File: src/hw/rtl/keyframe_linear_interpolator_macros.svh
// ----------------------------------------------------------------------------
// Keyframe linear interpolator assertion macros
// Concurrent assertion wrappers; they compile to nothing under SYNTHESIS.
// ----------------------------------------------------------------------------
`ifndef KEYFRAME_LINEAR_INTERPOLATOR_MACROS_SVH
`define KEYFRAME_LINEAR_INTERPOLATOR_MACROS_SVH

`ifndef SYNTHESIS

// same-cycle implication
`define KLI_ASSERT_IMPL(lbl, clk, rst, ante, cons, msg) \
   lbl: assert property (@(posedge clk) disable iff (rst) (ante) |-> (cons)) \
      else $error(msg);

// next-cycle implication
`define KLI_ASSERT_NEXT(lbl, clk, rst, ante, cons, msg) \
   lbl: assert property (@(posedge clk) disable iff (rst) (ante) |=> (cons)) \
      else $error(msg);

`else

`define KLI_ASSERT_IMPL(lbl, clk, rst, ante, cons, msg)
`define KLI_ASSERT_NEXT(lbl, clk, rst, ante, cons, msg)

`endif

`endif

File: src/hw/rtl/kli_pkg.sv
// ----------------------------------------------------------------------------
// Keyframe linear interpolator package
// Sizes, codes and the command/status structs shared by the block's modules.
// ----------------------------------------------------------------------------
package kli_pkg;

   localparam int MAX_POINTS  = 64;
   localparam int ATOMS       = 4;
   localparam int WEIGHT_BITS = 16;

   // fixed field widths
   localparam int ATOM_FIELDS = 4;
   localparam int ATOM_W      = 32;
   localparam int TIME_W      = 32;
   localparam int SLOT_W      = 6;
   localparam int PCOUNT_W    = 7;
   localparam int STATUS_W    = 3;
   localparam int CSR_IDX_W   = 4;
   localparam int CSR_DATA_W  = 8;

   // derived sizes
   localparam int IDX_W      = $clog2(MAX_POINTS);
   localparam int CNT_W      = $clog2(MAX_POINTS + 1);
   localparam int ATOM_IDX_W = (ATOMS > 1) ? $clog2(ATOMS) : 1;
   localparam int STEP_W     = $clog2(WEIGHT_BITS);
   localparam int DIFF_W     = ATOM_W + 1;
   localparam int PROD_W     = DIFF_W + WEIGHT_BITS + 1;
   localparam int SUM_W      = PROD_W + 1;

   localparam logic FUNC_WRITE = 1'b0;
   localparam logic FUNC_QUERY = 1'b1;

   localparam logic [CSR_IDX_W-1:0] CSR_POINT_COUNT = CSR_IDX_W'(0);
   localparam logic [CSR_IDX_W-1:0] CSR_ATOM_IS_INT = CSR_IDX_W'(1);

   typedef enum logic [STATUS_W-1:0] {
      ST_INTERP = 3'd0,
      ST_HOLD   = 3'd1,
      ST_AFTER  = 3'd2,
      ST_BEFORE = 3'd3,
      ST_EMPTY  = 3'd4
   } status_type;

   typedef enum logic [1:0] {
      SEL_ZERO,
      SEL_START,
      SEL_END,
      SEL_WORK
   } out_sel_type;

   typedef struct packed {
      logic [TIME_W-1:0]             tstamp;
      logic                          hold;
      logic [ATOMS-1:0][ATOM_W-1:0]  atoms;
   } row_type;

   typedef struct packed {
      logic                               func;
      logic [SLOT_W-1:0]                  point_index;
      logic [TIME_W-1:0]                  point_time;
      logic                               point_mode;
      logic [ATOM_FIELDS-1:0][ATOM_W-1:0] atoms;
      logic [TIME_W-1:0]                  query_time;
   } req_payload_type;

   typedef struct packed {
      logic                  wr_en;
      logic                  rd_en;
      logic [IDX_W-1:0]      rd_addr;
      logic                  load_query;
      logic                  load_prev;
      logic                  load_cur;
      logic                  div_init;
      logic                  div_step;
      logic                  mul_en;
      logic                  acc_en;
      logic [ATOM_IDX_W-1:0] atom_sel;
      logic                  out_load;
      out_sel_type           out_sel;
      status_type            out_status;
   } dp_cmd_type;

   typedef struct packed {
      logic later;
      logic prev_hold;
   } dp_stat_type;

endpackage

File: src/hw/rtl/kli_csr_if.sv
// ----------------------------------------------------------------------------
// Keyframe interpolator register write channel
// Valid/ready channel carrying a register index and write data.
// ----------------------------------------------------------------------------
interface kli_csr_if;

   logic                           valid;
   logic                           ready;
   logic [kli_pkg::CSR_IDX_W-1:0]  index;
   logic [kli_pkg::CSR_DATA_W-1:0] data;

   modport source (
      output valid, index, data,
      input  ready
   );

   modport sink (
      input  valid, index, data,
      output ready
   );

endinterface

File: src/hw/rtl/kli_ctrl.sv
// ----------------------------------------------------------------------------
// Keyframe interpolator controller
// Sequences the keyframe scan, weight division and per-atom blend, holds the
// register file and the response valid flag.
// ----------------------------------------------------------------------------
`include "keyframe_linear_interpolator_macros.svh"

module kli_ctrl (
   input  logic                 clock,
   input  logic                 reset,
   input  logic                 req_valid,
   input  logic                 req_func,
   output logic                 req_ready,
   output logic                 rsp_valid,
   input  logic                 rsp_ready,
   kli_csr_if.sink              csr_if,
   input  kli_pkg::dp_stat_type stat,
   output kli_pkg::dp_cmd_type  cmd
);

   typedef enum logic [2:0] {
      S_IDLE,
      S_SCAN,
      S_DIV_INIT,
      S_DIV,
      S_MUL,
      S_ACC,
      S_DONE
   } state_type;

   state_type                          state_ff, state_in;
   logic [kli_pkg::IDX_W-1:0]          chk_ff, chk_in;
   logic [kli_pkg::STEP_W-1:0]         step_ff, step_in;
   logic [kli_pkg::ATOM_IDX_W-1:0]     atom_ff, atom_in;
   kli_pkg::out_sel_type               sel_ff, sel_in;
   kli_pkg::status_type                status_ff, status_in;
   logic                               rsp_valid_ff, rsp_valid_in;
   logic [kli_pkg::PCOUNT_W-1:0]       point_count_ff, point_count_in;

   logic [kli_pkg::CNT_W-1:0]          n;
   logic [kli_pkg::CNT_W-1:0]          n_m1;
   logic                               last;

   // counts above the table depth use the whole table
   always_comb begin
      if (int'(point_count_ff) > kli_pkg::MAX_POINTS) begin
         n = kli_pkg::CNT_W'(kli_pkg::MAX_POINTS);
      end else begin
         n = kli_pkg::CNT_W'(point_count_ff);
      end
   end

   assign n_m1 = n - kli_pkg::CNT_W'(1);
   assign last = (kli_pkg::CNT_W'(chk_ff) == n_m1);

   assign req_ready    = (state_ff == S_IDLE);
   assign rsp_valid    = rsp_valid_ff;
   assign csr_if.ready = 1'b1;

   always_comb begin
      state_in       = state_ff;
      chk_in         = chk_ff;
      step_in        = step_ff;
      atom_in        = atom_ff;
      sel_in         = sel_ff;
      status_in      = status_ff;
      rsp_valid_in   = rsp_valid_ff && !rsp_ready;
      point_count_in = point_count_ff;

      cmd            = '0;
      cmd.rd_addr    = chk_ff + kli_pkg::IDX_W'(1);
      cmd.atom_sel   = atom_ff;
      cmd.out_sel    = sel_ff;
      cmd.out_status = status_ff;

      if (csr_if.valid) begin
         unique case (csr_if.index)
            kli_pkg::CSR_POINT_COUNT: begin
               point_count_in = csr_if.data[kli_pkg::PCOUNT_W-1:0];
            end
            // atom format needs no storage: both formats truncate alike
            kli_pkg::CSR_ATOM_IS_INT: begin
            end
            default: begin
            end
         endcase
      end

      unique case (state_ff)
         S_IDLE: begin
            if (req_valid) begin
               if (req_func == kli_pkg::FUNC_WRITE) begin
                  cmd.wr_en = 1'b1;
               end else begin
                  cmd.load_query = 1'b1;
                  if (n == '0) begin
                     sel_in    = kli_pkg::SEL_ZERO;
                     status_in = kli_pkg::ST_EMPTY;
                     state_in  = S_DONE;
                  end else begin
                     cmd.rd_en   = 1'b1;
                     cmd.rd_addr = '0;
                     chk_in      = '0;
                     state_in    = S_SCAN;
                  end
               end
            end
         end
         // one keyframe checked per cycle, next one read alongside
         S_SCAN: begin
            cmd.load_cur = 1'b1;
            cmd.rd_en    = 1'b1;
            if (stat.later) begin
               if (chk_ff == '0) begin
                  sel_in    = kli_pkg::SEL_END;
                  status_in = kli_pkg::ST_BEFORE;
                  state_in  = S_DONE;
               end else if (stat.prev_hold) begin
                  sel_in    = kli_pkg::SEL_START;
                  status_in = kli_pkg::ST_HOLD;
                  state_in  = S_DONE;
               end else begin
                  state_in = S_DIV_INIT;
               end
            end else if (last) begin
               sel_in    = kli_pkg::SEL_END;
               status_in = kli_pkg::ST_AFTER;
               state_in  = S_DONE;
            end else begin
               cmd.load_prev = 1'b1;
               chk_in        = chk_ff + kli_pkg::IDX_W'(1);
            end
         end
         S_DIV_INIT: begin
            cmd.div_init = 1'b1;
            step_in      = '0;
            state_in     = S_DIV;
         end
         S_DIV: begin
            cmd.div_step = 1'b1;
            if (step_ff == kli_pkg::STEP_W'(kli_pkg::WEIGHT_BITS - 1)) begin
               atom_in  = '0;
               state_in = S_MUL;
            end else begin
               step_in = step_ff + kli_pkg::STEP_W'(1);
            end
         end
         S_MUL: begin
            cmd.mul_en = 1'b1;
            state_in   = S_ACC;
         end
         S_ACC: begin
            cmd.acc_en = 1'b1;
            if (atom_ff == kli_pkg::ATOM_IDX_W'(kli_pkg::ATOMS - 1)) begin
               sel_in    = kli_pkg::SEL_WORK;
               status_in = kli_pkg::ST_INTERP;
               state_in  = S_DONE;
            end else begin
               atom_in  = atom_ff + kli_pkg::ATOM_IDX_W'(1);
               state_in = S_MUL;
            end
         end
         // wait for the output register to free up
         S_DONE: begin
            if (!rsp_valid_ff || rsp_ready) begin
               cmd.out_load = 1'b1;
               rsp_valid_in = 1'b1;
               state_in     = S_IDLE;
            end
         end
         default: begin
            state_in = S_IDLE;
         end
      endcase
   end

   always_ff @(posedge clock) begin
      if (reset) begin
         state_ff       <= S_IDLE;
         chk_ff         <= '0;
         step_ff        <= '0;
         atom_ff        <= '0;
         sel_ff         <= kli_pkg::SEL_ZERO;
         status_ff      <= kli_pkg::ST_EMPTY;
         rsp_valid_ff   <= 1'b0;
         point_count_ff <= '0;
      end else begin
         state_ff       <= state_in;
         chk_ff         <= chk_in;
         step_ff        <= step_in;
         atom_ff        <= atom_in;
         sel_ff         <= sel_in;
         status_ff      <= status_in;
         rsp_valid_ff   <= rsp_valid_in;
         point_count_ff <= point_count_in;
      end
   end

   `KLI_ASSERT_IMPL(a_out_reg_free, clock, reset, cmd.out_load, !rsp_valid_ff || rsp_ready, "response overwritten before taken")
   `KLI_ASSERT_IMPL(a_scan_in_range, clock, reset, state_ff == S_SCAN, kli_pkg::CNT_W'(chk_ff) < n, "scan beyond point count")
   `KLI_ASSERT_IMPL(a_div_before_blend, clock, reset, state_ff == S_MUL && atom_ff == '0, $past(state_ff) == S_DIV, "blend started without weight")
   `KLI_ASSERT_NEXT(a_query_starts_scan, clock, reset, state_ff == S_IDLE && req_valid && req_func == kli_pkg::FUNC_QUERY && n != '0, state_ff == S_SCAN && chk_ff == '0, "query did not start at first keyframe")

endmodule

File: src/flat_wrapper.sv
// flat-port wrapper written by rule: the top's interface ports become plain ports
module kli_ctrl_flat 
  (clock, reset, req_valid, req_func, req_ready, rsp_valid, rsp_ready, stat, cmd, csr_if_valid, csr_if_index, csr_if_data, csr_if_ready);
  kli_csr_if csr_if_i ();
  input  logic clock;
  input  logic reset;
  input  logic req_valid;
  input  logic req_func;
  output logic req_ready;
  output logic rsp_valid;
  input  logic rsp_ready;
  input  kli_pkg::dp_stat_type stat;
  output kli_pkg::dp_cmd_type cmd;
  input wire logic [$bits(csr_if_i.valid)-1:0] csr_if_valid;
  input wire logic [$bits(csr_if_i.index)-1:0] csr_if_index;
  input wire logic [$bits(csr_if_i.data)-1:0] csr_if_data;
  output wire logic [$bits(csr_if_i.ready)-1:0] csr_if_ready;
  assign csr_if_i.valid = csr_if_valid;
  assign csr_if_i.index = csr_if_index;
  assign csr_if_i.data = csr_if_data;
  assign csr_if_ready = csr_if_i.ready;
  kli_ctrl u_core (.clock(clock), .reset(reset), .req_valid(req_valid), .req_func(req_func), .req_ready(req_ready), .rsp_valid(rsp_valid), .rsp_ready(rsp_ready), .csr_if(csr_if_i), .stat(stat), .cmd(cmd));
endmodule
File: config.mk
export PLATFORM = sky130hd
export DESIGN_NAME = kli_ctrl_flat
export DESIGN_NICKNAME = d
export VERILOG_FILES = /design/src/hw/rtl/kli_pkg.sv /design/src/hw/rtl/kli_csr_if.sv /design/src/hw/rtl/kli_ctrl.sv /design/src/flat_wrapper.sv
export VERILOG_INCLUDE_DIRS = /design/src /design/src/hw/rtl
export SDC_FILE = /design/constraint.sdc
export NUM_CORES = 1
export LEC_CHECK = 0
export BUFFER_PORTS_ARGS = -buffer_cell sky130_fd_sc_hd__buf_2
export CORE_ASPECT_RATIO = 1.4
export CORE_MARGIN = 4
export CORE_UTILIZATION = 52
export DETAILED_ROUTE_END_ITERATION = 8
export HOLD_SLACK_MARGIN = 0.05
export PLACE_DENSITY = 0.86
export RECOVER_POWER = 50
export SLEW_MARGIN = 20
export SYNTH_ARGS = -nofsm -noshare
export SYNTH_HDL_FRONTEND = slang
export SYNTH_SLANG_ARGS = --single-unit
File: constraint.sdc
create_clock -name clock -period 2.7 [get_ports clock]
set_input_delay 0.405 -clock clock [delete_from_list [all_inputs] [get_ports clock]]
set_output_delay 0.405 -clock clock [all_outputs]
set_load 0.1 [all_outputs]
## After elaboration in Yosys (flattened, before gate mapping)

Index checks and enable logic that the tools add are counted.

- Flip-flop bits (word level): 28
- Output and inout port bits: 26
- Input bits: 20
- Word-level logic and storage cells: 112

- $add $sub $neg: 4
- Equal/unequal tests: 22
- Muxes and demuxes: 59
- Magnitude comparators: 1
- Reductions and logical operators: 18

Operator list:

| kind | count |
|---|---|
| 3-bit two-way mux | 17 |
| 6-bit two-way mux | 5 |
| 2-bit two-way mux | 12 |
| 7-bit two-way mux | 3 |
| 3-bit case mux with 7 select lines | 1 |
| 2-bit != test (second input constant) | 7 |
| 1-bit two-way mux | 12 |
| 6-bit case mux with 2 select lines | 1 |
| 3-bit equality test (second input constant) | 3 |
| 9-bit two-way mux | 1 |
| 3-bit case mux with 3 select lines | 1 |
| 8-bit two-way mux | 1 |
| 2-bit by 1-bit != test with 1-bit output (second input constant) | 4 |
| 4-bit case mux with 2 select lines | 1 |
| 6-bit by 7-bit equality test with 1-bit output | 1 |
| 7-bit greater-than comparator (second input constant) | 1 |
| 7-bit logical NOT | 1 |
| 7-bit AND reduction | 1 |
| 7-bit by 1-bit subtractor with 7-bit output (second input constant) | 1 |
| 6-bit by 1-bit adder with 6-bit output (second input constant) | 1 |
| 3-bit by 2-bit equality test with 1-bit output (second input constant) | 2 |
| 6-bit logical NOT | 1 |
| 2-bit case mux with 3 select lines | 1 |
| 6-bit AND reduction | 1 |
| 20 further kinds | 24 |

## Logic depth before layout (Yosys ltp)

Gate-level depths: netlist of run 1.

- Depth in word-level cells: 7
- Mapped depth: 13
- Gate-level depth less buffers: 11

## Worst setup path before layout of run 1

Ideal clock, no wire load.

- Path type: reg-to-output
- Start point: register u_core.rsp_valid_ff, in the netlist u_core.rsp_valid
- End point: output port cmd[5] in the netlist's numbering
- Cell stages (with the launch flop): 3
- Buffers on the path: 0
- Required time: 2.295 ns
- Arrival: 3.135 ns
- Setup slack: -0.840 ns
- Cells stage by stage: dfxtp_1 nand2b_1 nor3b_1

RTL lines:

| element | RTL line | RTL |
|---|---|---|
| from (decl) | kli_ctrl.sv:37 | `logic rsp_valid_ff, rsp_valid_in;` |
| from (signal assigned) | kli_ctrl.sv:194 | `rsp_valid_ff <= rsp_valid_in;` |
| to (decl) | flat_wrapper.sv:13 | `output kli_pkg::dp_cmd_type cmd;` |

==> metrics.txt, run 1 <==
status=finished, violations left; violated checks=negative setup slack; NumNets Final=300; DR iter-0 viols=43; Tot GR Track Use=20.9%; via count of the first global-routing pass=1763; Mapped Nets=252; layout cells sized above 1=26.6%; vias=1824; CP max stage cell=or4_4; Data required, critical path=2.30 ns; Slew Viols, Final=0; fillers=279; critical path, cell by cell=or4_4, or3_4, a32oi_2, o22ai_2, o21ai_4, inv_2, buf_12, buf_12; # setup viols final=1; per-cell routed wire length=14.4 um; # placed instances=306; initial core utilization=54.9%; antenna cells=0; synth unique cells=49; Mean Syn Cell Area=7.70 sq um; number of vias per cell=5.83; # DRC=0; ys async rst share=0%; worst slew pin tran=1.17 ns; Die Footprint=0.00437 sq mm; final hold vios=0; TNS Setup=-0.0978 ns; DRT Pass-1 Iters=4; Die H=76.6 um; R2R depth=9; register area=564 sq um; DRT Wirelength=4510 um; Tmin final=2.80 ns; Synth warnings=0; H-tree levels=1; RSZ-0062 raised after global routing=true; Critical Path Sink Type=output port; fin cells=313; number of synthesized register bits=28; GP Congestion=0.876; PwrDens=909 mW/mm^2; Area Overhead vs Synth=26.3%; synthesized area=0.00175 sq mm; Setup CP Type=reg -> out; row count=24; dpl cell area=0.00210 sq mm; Post-synth EDFFs=0; CTS Root Cell=clkbuf_8; hpwl dp=3240 um; CP max FO=6; max_slew headroom=22.3%; first-pass GRT wire length=7670 um; Die X=57 um; later-pin clock latency in the skew report=0.28 ns; Clock Tree Buf Depth=2; antenna-violating nets left=0; CTS tree=done; clk sinks=28; initial antenna violation count=0; largest net degree at the start of global routing=27; total global routing overflow=0; hold depth=3; TritonCTS Buffers=3; # IOs=46; final core utilization=69.4%; Fin Clk Skew=0.00348 ns; max cap viols=0; Hold Crit Class=in -> reg; achievable frequency=357 MHz; clock-pin slew on the worst setup and hold paths=0.10 ns; setup slack after layout=-0.0978 ns; final instance area=0.00221 sq mm; area of the core=0.00318 sq mm; Worst VDD drop=1090 uV; final period utilization=104%; multi-input combinational cell area=0.00115 sq mm; leakage=0.909 nW; sequential share of the synthesized area=32.1%; port bufs=43; Syn Inst Count=227; crit path DAT=2.39 ns; Critical Path Start Type=flop; most frequent CP cell=buf_12; Synth Flop Type=dfxtp_1; DP Worst Slack=0.0399 ns; Crit path largest cell delay=0.54 ns
-- cell type report --
type	instances	area share, %
clock buffer	3	1.87
clock inverter	1	1.36
inverter	9	1.53
multi-input combinational	177	52.0
sequential	28	25.6
tap	39	2.21
timing repair buffer	56	15.5
-- flip-flops by register name (all words and copies together), names as in the netlist --
register               count
u_core.state_ff            3
u_core.step_ff             4
u_core.status_ff           3
u_core.sel_ff              2
u_core.chk_ff              6
u_core.rsp_valid           1
u_core.point_count_ff      7
u_core.atom_ff             2
-- per-stage QoR --
step                      hold WS [ns]  power, mW
after detailed placement         0.467       1.65
after global placement           0.456       1.64
after CTS                        0.360       1.99
final                            0.363       2.01
after global routing             0.360       2.10
after floorplan                  0.479       1.41
-- power breakdown --
| group | internal, mW | total, mW | switching [mW] | leakage, nW |
|---|---|---|---|---|
| Clock | 0.199 | 0.335 | 0.136 | 0.0357 |
| Combinational | 0.278 | 1.18 | 0.904 | 0.645 |
| Sequential | 0.451 | 0.490 | 0.0389 | 0.228 |
| Total | 0.928 | 2.01 | 1.08 | 0.909 |
-- routing by layer --
metal  GRT usage [%]  routed length (um)  vias to the layer above
met5               0                   0                        -
met4            7.19                  74                        0
met3            2.71                 162                        9
met2            38.9                2440                       46
met1            23.4                1830                      875
li1                -                   -                      894
-- cell families after synthesis --
family | count (synthesis) | share of synthesized area, %
xor gates and xnor gates | 11 | 5.51
buffers and inverters | 22 | 5.44
DFF | 28 | 32.1
AOI/OAI and AO/OA | 49 | 18.9
adders and majority gates | 5 | 3.58
muxes | 10 | 5.73
other | 1 | 0.215
and+or+nand+nor | 101 | 28.6
-- critical path: cells and delay by family, from the launching register on --
family / cells / cell delay [ns]
DFF: 1 / 0.34
AOI/OAI and AO/OA: 3 / 0.52
and+or+nand+nor: 2 / 0.90
buffers and inverters: 3 / 0.36
-- worst paths after layout --
path                                                from                       end  slack [ns]
worst max-delay path            u_core.point_count_ff[0]                   cmd[13]        -0.1
worst min-delay path                      csr_if_data[5]  u_core.point_count_ff[5]        0.36
worst max register to register  u_core.point_count_ff[0]          u_core.sel_ff[1]        0.13
worst min register to register          u_core.sel_ff[0]          u_core.sel_ff[0]        0.48
-- cell usage in the layout (no fill, tap or decap), types with 2 or more instances in the layout --
cell,Yosys,final
inv_1,7,7
nand4_1,3,3
xor2_1,5,5
nor3_1,12,10
nor2_1,33,31
clkbuf_1,10,11
a211oi_1,2,2
nand2b_1,4,4
buf_4,1,12
nand3_1,7,7
nor2_2,0,2
buf_12,0,3
a21oi_1,11,10
or2_2,2,2
nor2b_1,4,3
nor4_1,2,2
mux2i_1,10,10
xnor2_1,6,6
o22ai_1,2,2
and3_1,4,4
nand2_1,19,19
a31oi_1,2,2
a22oi_1,2,2
clkbuf_2,0,3
or4_4,1,2
ha_1,5,4
o21ai_0,14,14
a311oi_1,2,2
clkbuf_8,0,3
and2_0,0,2
dfxtp_2,0,3
dfxtp_1,28,25
buf_2,1,27
nor3b_2,0,3
o21a_1,3,3
-- Yosys cell counts (2+ instances only) --
cell type	n	share of area (%)
nor2_1	33	7.1
dfxtp_1	28	32
nand2_1	19	4.1
o21ai_0	14	4.0
nor3_1	12	3.4
a21oi_1	11	3.1
clkbuf_1	10	2.1
mux2i_1	10	5.7
inv_1	7	1.5
nand3_1	7	2.0
xnor2_1	6	3.0
ha_1	5	3.6
xor2_1	5	2.5
and3_1	4	1.4
nand2b_1	4	1.4
nor2b_1	4	1.4
and2_1	3	1.1
nand4_1	3	1.1
nor3b_1	3	1.3
o21a_1	3	1.3
a211oi_1	2	0.86
a22oi_1	2	0.86
a311oi_1	2	1.0
a31oi_1	2	0.72
nor4_1	2	0.72
o22ai_1	2	0.72
or2_2	2	0.72
-- timing repair --
action                                  in CTS  in global routing
gates resized for setup                      4                  5
gates cloned                                 0                  0
endpoints found under the hold margin        0                  0
pin swaps                                    1                  3
endpoints found under the setup margin       8                  9
hold buffers                                 0                  0
setup buffers                                2                  1
Note: power is estimated with default switching activity, not from simulation.
==> run 2, diff against run 1 <==
--- a/config.mk
+++ b/config.mk
@@ -8,12 +8,13 @@
 export LEC_CHECK = 0
 export BUFFER_PORTS_ARGS = -buffer_cell sky130_fd_sc_hd__buf_2
 export CORE_ASPECT_RATIO = 1.4
-export CORE_MARGIN = 4
+export CORE_MARGIN = 2
 export CORE_UTILIZATION = 52
 export DETAILED_ROUTE_END_ITERATION = 8
 export HOLD_SLACK_MARGIN = 0.05
 export PLACE_DENSITY = 0.86
 export RECOVER_POWER = 50
+export SKIP_LAST_GASP = 1
 export SLEW_MARGIN = 20
 export SYNTH_ARGS = -nofsm -noshare
 export SYNTH_HDL_FRONTEND = slang
==> metrics.txt, run 2 (synthesized netlist as in run 1, its figures left out) <==
Critical Path Sink Type=output port (unchanged); H-tree levels=1 (unchanged); Hold Crit Class=in -> reg (unchanged); crit path DAT=2.30 ns (was 2.39 ns); Tmin final=2.71 ns (was 2.80 ns); antenna cells=0 (unchanged); later-pin clock latency in the skew report=0.27 ns (was 0.28 ns); CP max FO=3 (was 6); commonest non-fill, non-tap cells in the layout=nor2_1, buf_2, dfxtp_1 (unchanged); RSZ-0062 raised after global routing=true (unchanged); hpwl dp=3310 um (was 3240 um); max FFs per register=7 (unchanged); # setup viols final=1 (unchanged); CTS Root Cell=clkbuf_8 (unchanged); final hold vios=0 (unchanged); setup slack after layout=-0.00793 ns (was -0.0978 ns); initial antenna violation count=0 (unchanged); GP Congestion=0.863 (was 0.876); Fin Clk Skew=0.00466 ns (was 0.00348 ns); Hold WS=0.365 ns (was 0.363 ns); achievable frequency=369 MHz (was 357 MHz); delay-heaviest family, CP=simple AND/OR/NAND/NOR gates (unchanged); Buf+Inv Stages, Crit Path=2 (was 3); Critical Path Start Type=flop (unchanged); DP Worst Slack=0.0158 ns (was 0.0399 ns); register area=564 sq um (unchanged); final period utilization=100% (was 104%); CTS tree=done (unchanged); Biggest register=u_core.point_count_ff (unchanged); worst slew pin tran=1.17 ns (about the same); PwrDens=868 mW/mm^2 (was 909 mW/mm^2); commonest non-fill, non-tap cell in the layout=nor2_1 (unchanged); via count of the first global-routing pass=1756 (was 1763); Die H=72.6 um (was 76.6 um); max_slew headroom=22.1% (was 22.3%); leakage=0.907 nW (was 0.909 nW); layout cells sized above 1=26.1% (was 26.6%); largest net degree at the start of global routing=27 (unchanged); port bufs=43 (unchanged); # IOs=46 (unchanged); total global routing overflow=0 (unchanged); Tot GR Track Use=26.1% (was 20.9%); Area Overhead vs Synth=25.9% (was 26.3%); Clock Tree Buf Depth=2 (unchanged); row count=24 (unchanged); DR iter-0 viols=75 (was 43); area of the core=0.00315 sq mm (was 0.00318 sq mm); Setup CP Type=reg -> out (unchanged); max cap viols=0 (unchanged); multi-input combinational cell area=0.00115 sq mm (about the same); NumNets Final=302 (was 300); Crit path largest cell delay=0.55 ns (was 0.54 ns); vias=1800 (was 1824); status=finished, violations left (unchanged); hold_buf cts=0 (unchanged); TritonCTS Buffers=3 (unchanged); fillers=272 (was 279); # DRC=0 (unchanged); violated checks=negative setup slack (unchanged); Data required, critical path=2.30 ns (about the same); Slew Viols, Final=0 (unchanged); clock-pin slew on the worst setup and hold paths=0.09 ns (was 0.10 ns); per-cell routed wire length=13.9 um (was 14.4 um); number of vias per cell=5.71 (was 5.83); antenna-violating nets left=0 (unchanged); CP max stage cell=or4_4 (unchanged); Die X=53 um (was 57 um); first-pass GRT wire length=7730 um (was 7670 um); DRT Wirelength=4390 um (was 4510 um); Worst VDD drop=1120 uV (was 1090 uV); Largest regs=u_core.point_count_ff x7, u_core.chk_ff x6, u_core.step_ff x4 (unchanged); critical path, cell by cell=or4_4, or3_4, a32oi_2, o22ai_2, o21ai_4, inv_4, buf_12 (was or4_4, or3_4, a32oi_2, o22ai_2, o21ai_4, inv_2, buf_12, buf_12); DRT Pass-1 Iters=4 (unchanged); Die Footprint=0.00385 sq mm (was 0.00437 sq mm); initial core utilization=55.4% (was 54.9%); clk sinks=28 (unchanged)
## run 2: report_power, final
group	internal (mW)	switching, mW	leakage, nW
sequential	0.451	0.0352	0.228
combinational	0.268	0.899	0.650
clock	0.131	0.128	0.0288
total	0.850	1.06	0.907
## run 2: final cells by class
cell class,count,area share [%]
clock buffer,4,2.50
inverter,9,1.65
multi-input combinational,177,52.4
sequential,28,25.6
tap,39,2.22
timing repair buffer,58,15.6
## run 2: worst paths after layout
check                                               from                        to  slack [ns]  cells after the start
worst min register to register       u_core.status_ff[1]       u_core.status_ff[1]        0.48                      2
worst min-delay path                      csr_if_data[3]  u_core.point_count_ff[3]        0.37                      3
worst max register to register  u_core.point_count_ff[2]          u_core.sel_ff[1]           0                      9
worst max-delay path            u_core.point_count_ff[2]                   cmd[13]      -0.008                      7
## run 2: metal layers
layer / wire [um] / vias up / GRT usage (%)
met5: 0 / - / 0
met4: 61 / 0 / 8.55
met3: 203 / 8 / 3.07
met2: 2400 / 55 / 48.2
met1: 1730 / 840 / 30.3
li1: - / 897 / -
## run 2: repair_timing
action                     4_1_cts  5_1_grt
pin swaps                        5        4
buffers inserted                 5        0
resized for setup                6        4
setup endpoints to repair        8       10
## run 2: stage by stage
step / util, % / setup TNS (ns) / total power [mW] / area [sq um] / cells
after detailed placement: 66.3 / 0 / 1.64 / 2090 / 307
after global placement: 66.3 / 0 / 1.63 / 2090 / 307
after floorplan: - / -1.37 / 1.41 / 1780 / 227
after global routing: 69.8 / -0.189 / 2.00 / 2200 / 315
final: 69.8 / -0.00793 / 1.91 / 2200 / 315
after CTS: 69.8 / -0.0505 / 1.91 / 2200 / 315
## run 2: worst register-to-register path, cell delays in order, from the launching register on
cell and delay, ns:
dfxtp_1 0.32, or4_4 0.55, or3_4 0.38, a32oi_2 0.24
o22ai_2 0.13, o21ai_4 0.19, inv_4 0.07, buf_4 0.14
or4_1 0.49, a21oi_1 0.14
==> run 3, diff against run 2 <==
--- a/config.mk
+++ b/config.mk
@@ -8,7 +8,6 @@
 export LEC_CHECK = 0
 export BUFFER_PORTS_ARGS = -buffer_cell sky130_fd_sc_hd__buf_2
 export CORE_ASPECT_RATIO = 1.4
-export CORE_MARGIN = 2
 export CORE_UTILIZATION = 52
 export DETAILED_ROUTE_END_ITERATION = 8
 export HOLD_SLACK_MARGIN = 0.05
==> metrics.txt, run 3 (synthesized netlist as in run 1, its figures left out) <==
fillers=261 (was 272); most frequent CP cell=buf_12; metal2 WL=2450 um (was 2400 um); CTS tree=done (unchanged); met3 routed wirelength=226 um (was 203 um); RSZ-0062 raised after global routing=true (unchanged); # setup viols final=2 (was 1); commonest non-fill, non-tap cells in the layout=nor2_1, buf_2, dfxtp_1 (unchanged); Critical Path Sink Type=output port (unchanged); antenna-violating nets left=0 (unchanged); initial antenna violation count=0 (unchanged); Largest regs=u_core.point_count_ff x7, u_core.chk_ff x6, u_core.step_ff x4 (unchanged); CTS Root Cell=clkbuf_8 (unchanged); PwrDens=911 mW/mm^2 (was 868 mW/mm^2); Biggest register=u_core.point_count_ff (unchanged); row count=24 (unchanged); final hold vios=0 (unchanged); NumNets Final=303 (was 302); achievable frequency=358 MHz (was 369 MHz); max_slew headroom=22.2% (was 22.1%); DRT Pass-1 Iters=4 (unchanged); final period utilization=103% (was 100%); Fin Clk Skew=0.00714 ns (was 0.00466 ns); clk sinks=28 (unchanged); Die X=51 um (was 53 um); # IOs=46 (unchanged); max cap viols=0 (unchanged); Tot GR Track Use=26.6% (was 26.1%); Hold Crit Class=in -> reg (unchanged); later-pin clock latency in the skew report=0.28 ns (was 0.27 ns); fin cells=316 (was 315); commonest non-fill, non-tap cell in the layout=nor2_1 (unchanged); H-tree levels=1 (unchanged); GP Congestion=0.885 (was 0.863); Data required, critical path=2.30 ns (about the same); max FFs per register=7 (unchanged); initial core utilization=55.4% (unchanged); per-cell routed wire length=14.5 um (was 13.9 um); Hold WS=0.349 ns (was 0.365 ns); Area Overhead vs Synth=28.2% (was 25.9%); TNS Setup=-0.149 ns (was -0.00793 ns); crit path DAT=2.39 ns (was 2.30 ns); vias=1827 (was 1800); Critical Path Start Type=flop (unchanged); Buf+Inv Stages, Crit Path=3 (was 2); port bufs=43 (unchanged); DR top layer=met4 (unchanged); largest net degree at the start of global routing=27 (unchanged); Die Footprint=0.00360 sq mm (was 0.00385 sq mm); area of the core=0.00315 sq mm (unchanged); first-pass GRT wire length=7460 um (was 7730 um); violated checks=negative setup slack (unchanged); status=finished, violations left (unchanged); Slew Viols, Final=0 (unchanged); clock-pin slew on the worst setup and hold paths=0.10 ns (was 0.09 ns); number of vias per cell=5.78 (was 5.71); critical path, cell by cell=or4_4, or3_4, a32oi_2, o22ai_2, o21ai_4, inv_2, buf_12, buf_12 (was or4_4, or3_4, a32oi_2, o22ai_2, o21ai_4, inv_4, buf_12); hpwl dp=3130 um (was 3310 um); setup slack after layout=-0.0911 ns (was -0.00793 ns); TritonCTS Buffers=3 (unchanged); Clock Tree Buf Depth=2 (unchanged); via count of the first global-routing pass=1764 (was 1756); delay-heaviest family, CP=simple AND/OR/NAND/NOR gates (unchanged); worst slew pin tran=1.17 ns (about the same); # placed instances=306 (was 307); # DRC=0 (unchanged); Tmin final=2.79 ns (was 2.71 ns); Setup CP Type=reg -> out (unchanged); Die H=70.6 um (was 72.6 um); leakage=0.925 nW (was 0.907 nW); DR iter-0 viols=103 (was 75); Crit path largest cell delay=0.54 ns (was 0.55 ns); M1 wire length=1780 um (was 1730 um); layout cells sized above 1=27.8% (was 26.1%); DRT Wirelength=4570 um (was 4390 um); Worst VDD drop=965 uV (was 1120 uV); antenna cells=0 (unchanged); CP max stage cell=or4_4 (unchanged); total global routing overflow=0 (unchanged); CP max FO=6 (was 3); hold_buf cts=0 (unchanged)
## run 3: changes by cell type in the layout (fill, tap and decap cells not counted), sizes merged
| cell | previous run | this run |
|---|---|---|
| buf | 45 | 46 |
| bufinv | 0 | 1 |
| clkbuf | 17 | 16 |
## run 3: worst paths after layout
check / startpoint / to / slack, ns / cells past startpoint
worst min-delay path: csr_if_data[1] / u_core.point_count_ff[1] / 0.35 / 3
worst max register to register: u_core.point_count_ff[0] / u_core.sel_ff[1] / -0.06 / 10
worst max-delay path: u_core.point_count_ff[0] / cmd[13] / -0.09 / 8
worst min register to register: u_core.sel_ff[0] / u_core.sel_ff[0] / 0.48 / 2
## run 3: where the power goes
part           internal (mW)  switching [mW]
Sequential             0.451          0.0363
Combinational          0.292           0.924
Clock                  0.199           0.139
## run 3: per-stage QoR
| step | total power, mW | utilization, % | worst slack (ns) | instance area (sq um) |
|---|---|---|---|---|
| 3_3_place_gp | 1.63 | 66.5 | 0.0964 | 2100 |
| 4_1_cts | 1.99 | 70.2 | -0.116 | 2210 |
| 2_1_floorplan | 1.41 | - | -0.278 | 1780 |
| 6_report | 2.04 | 71.1 | -0.0911 | 2240 |
| 5_1_grt | 2.12 | 71.1 | -0.167 | 2240 |
| 3_5_place_dp | 1.65 | 66.5 | 0.0464 | 2100 |
## run 3: repair_timing
action / CTS / global route
endpoints found under the setup margin: 8 / 10
gates cloned: 0 / 0
buffers inserted: 4 / 2
pin swaps: 3 / 3
endpoints found under the hold margin: 0 / 0
gates resized for setup: 4 / 8
## run 3: worst reg2reg max path, delay by kind of cell, from the launching register on
family	cells	cell delay [ns]
AOI/OAI and AO/OA	4	0.61
buffers and inverters	3	0.34
DFF	1	0.34
and+or+nand+nor	3	1.40
## run 3: cell type report
cell class,count,area [sq um],share of cell area (%)
inverters,9,33.8,1.51
repair buffers,59,368,16.4
multi-input cells,177,1150,51.5
clock inverters,1,30.0,1.34
well taps,39,48.8,2.18
clock buffers,3,41.3,1.84
flip-flops and latches,28,564,25.2
## run 3: layer usage
layer,global-route usage [%],vias up
li1,-,897
met1,29.2,849
met2,47.4,73
met3,2.80,8
met4,16.4,0
met5,0,-
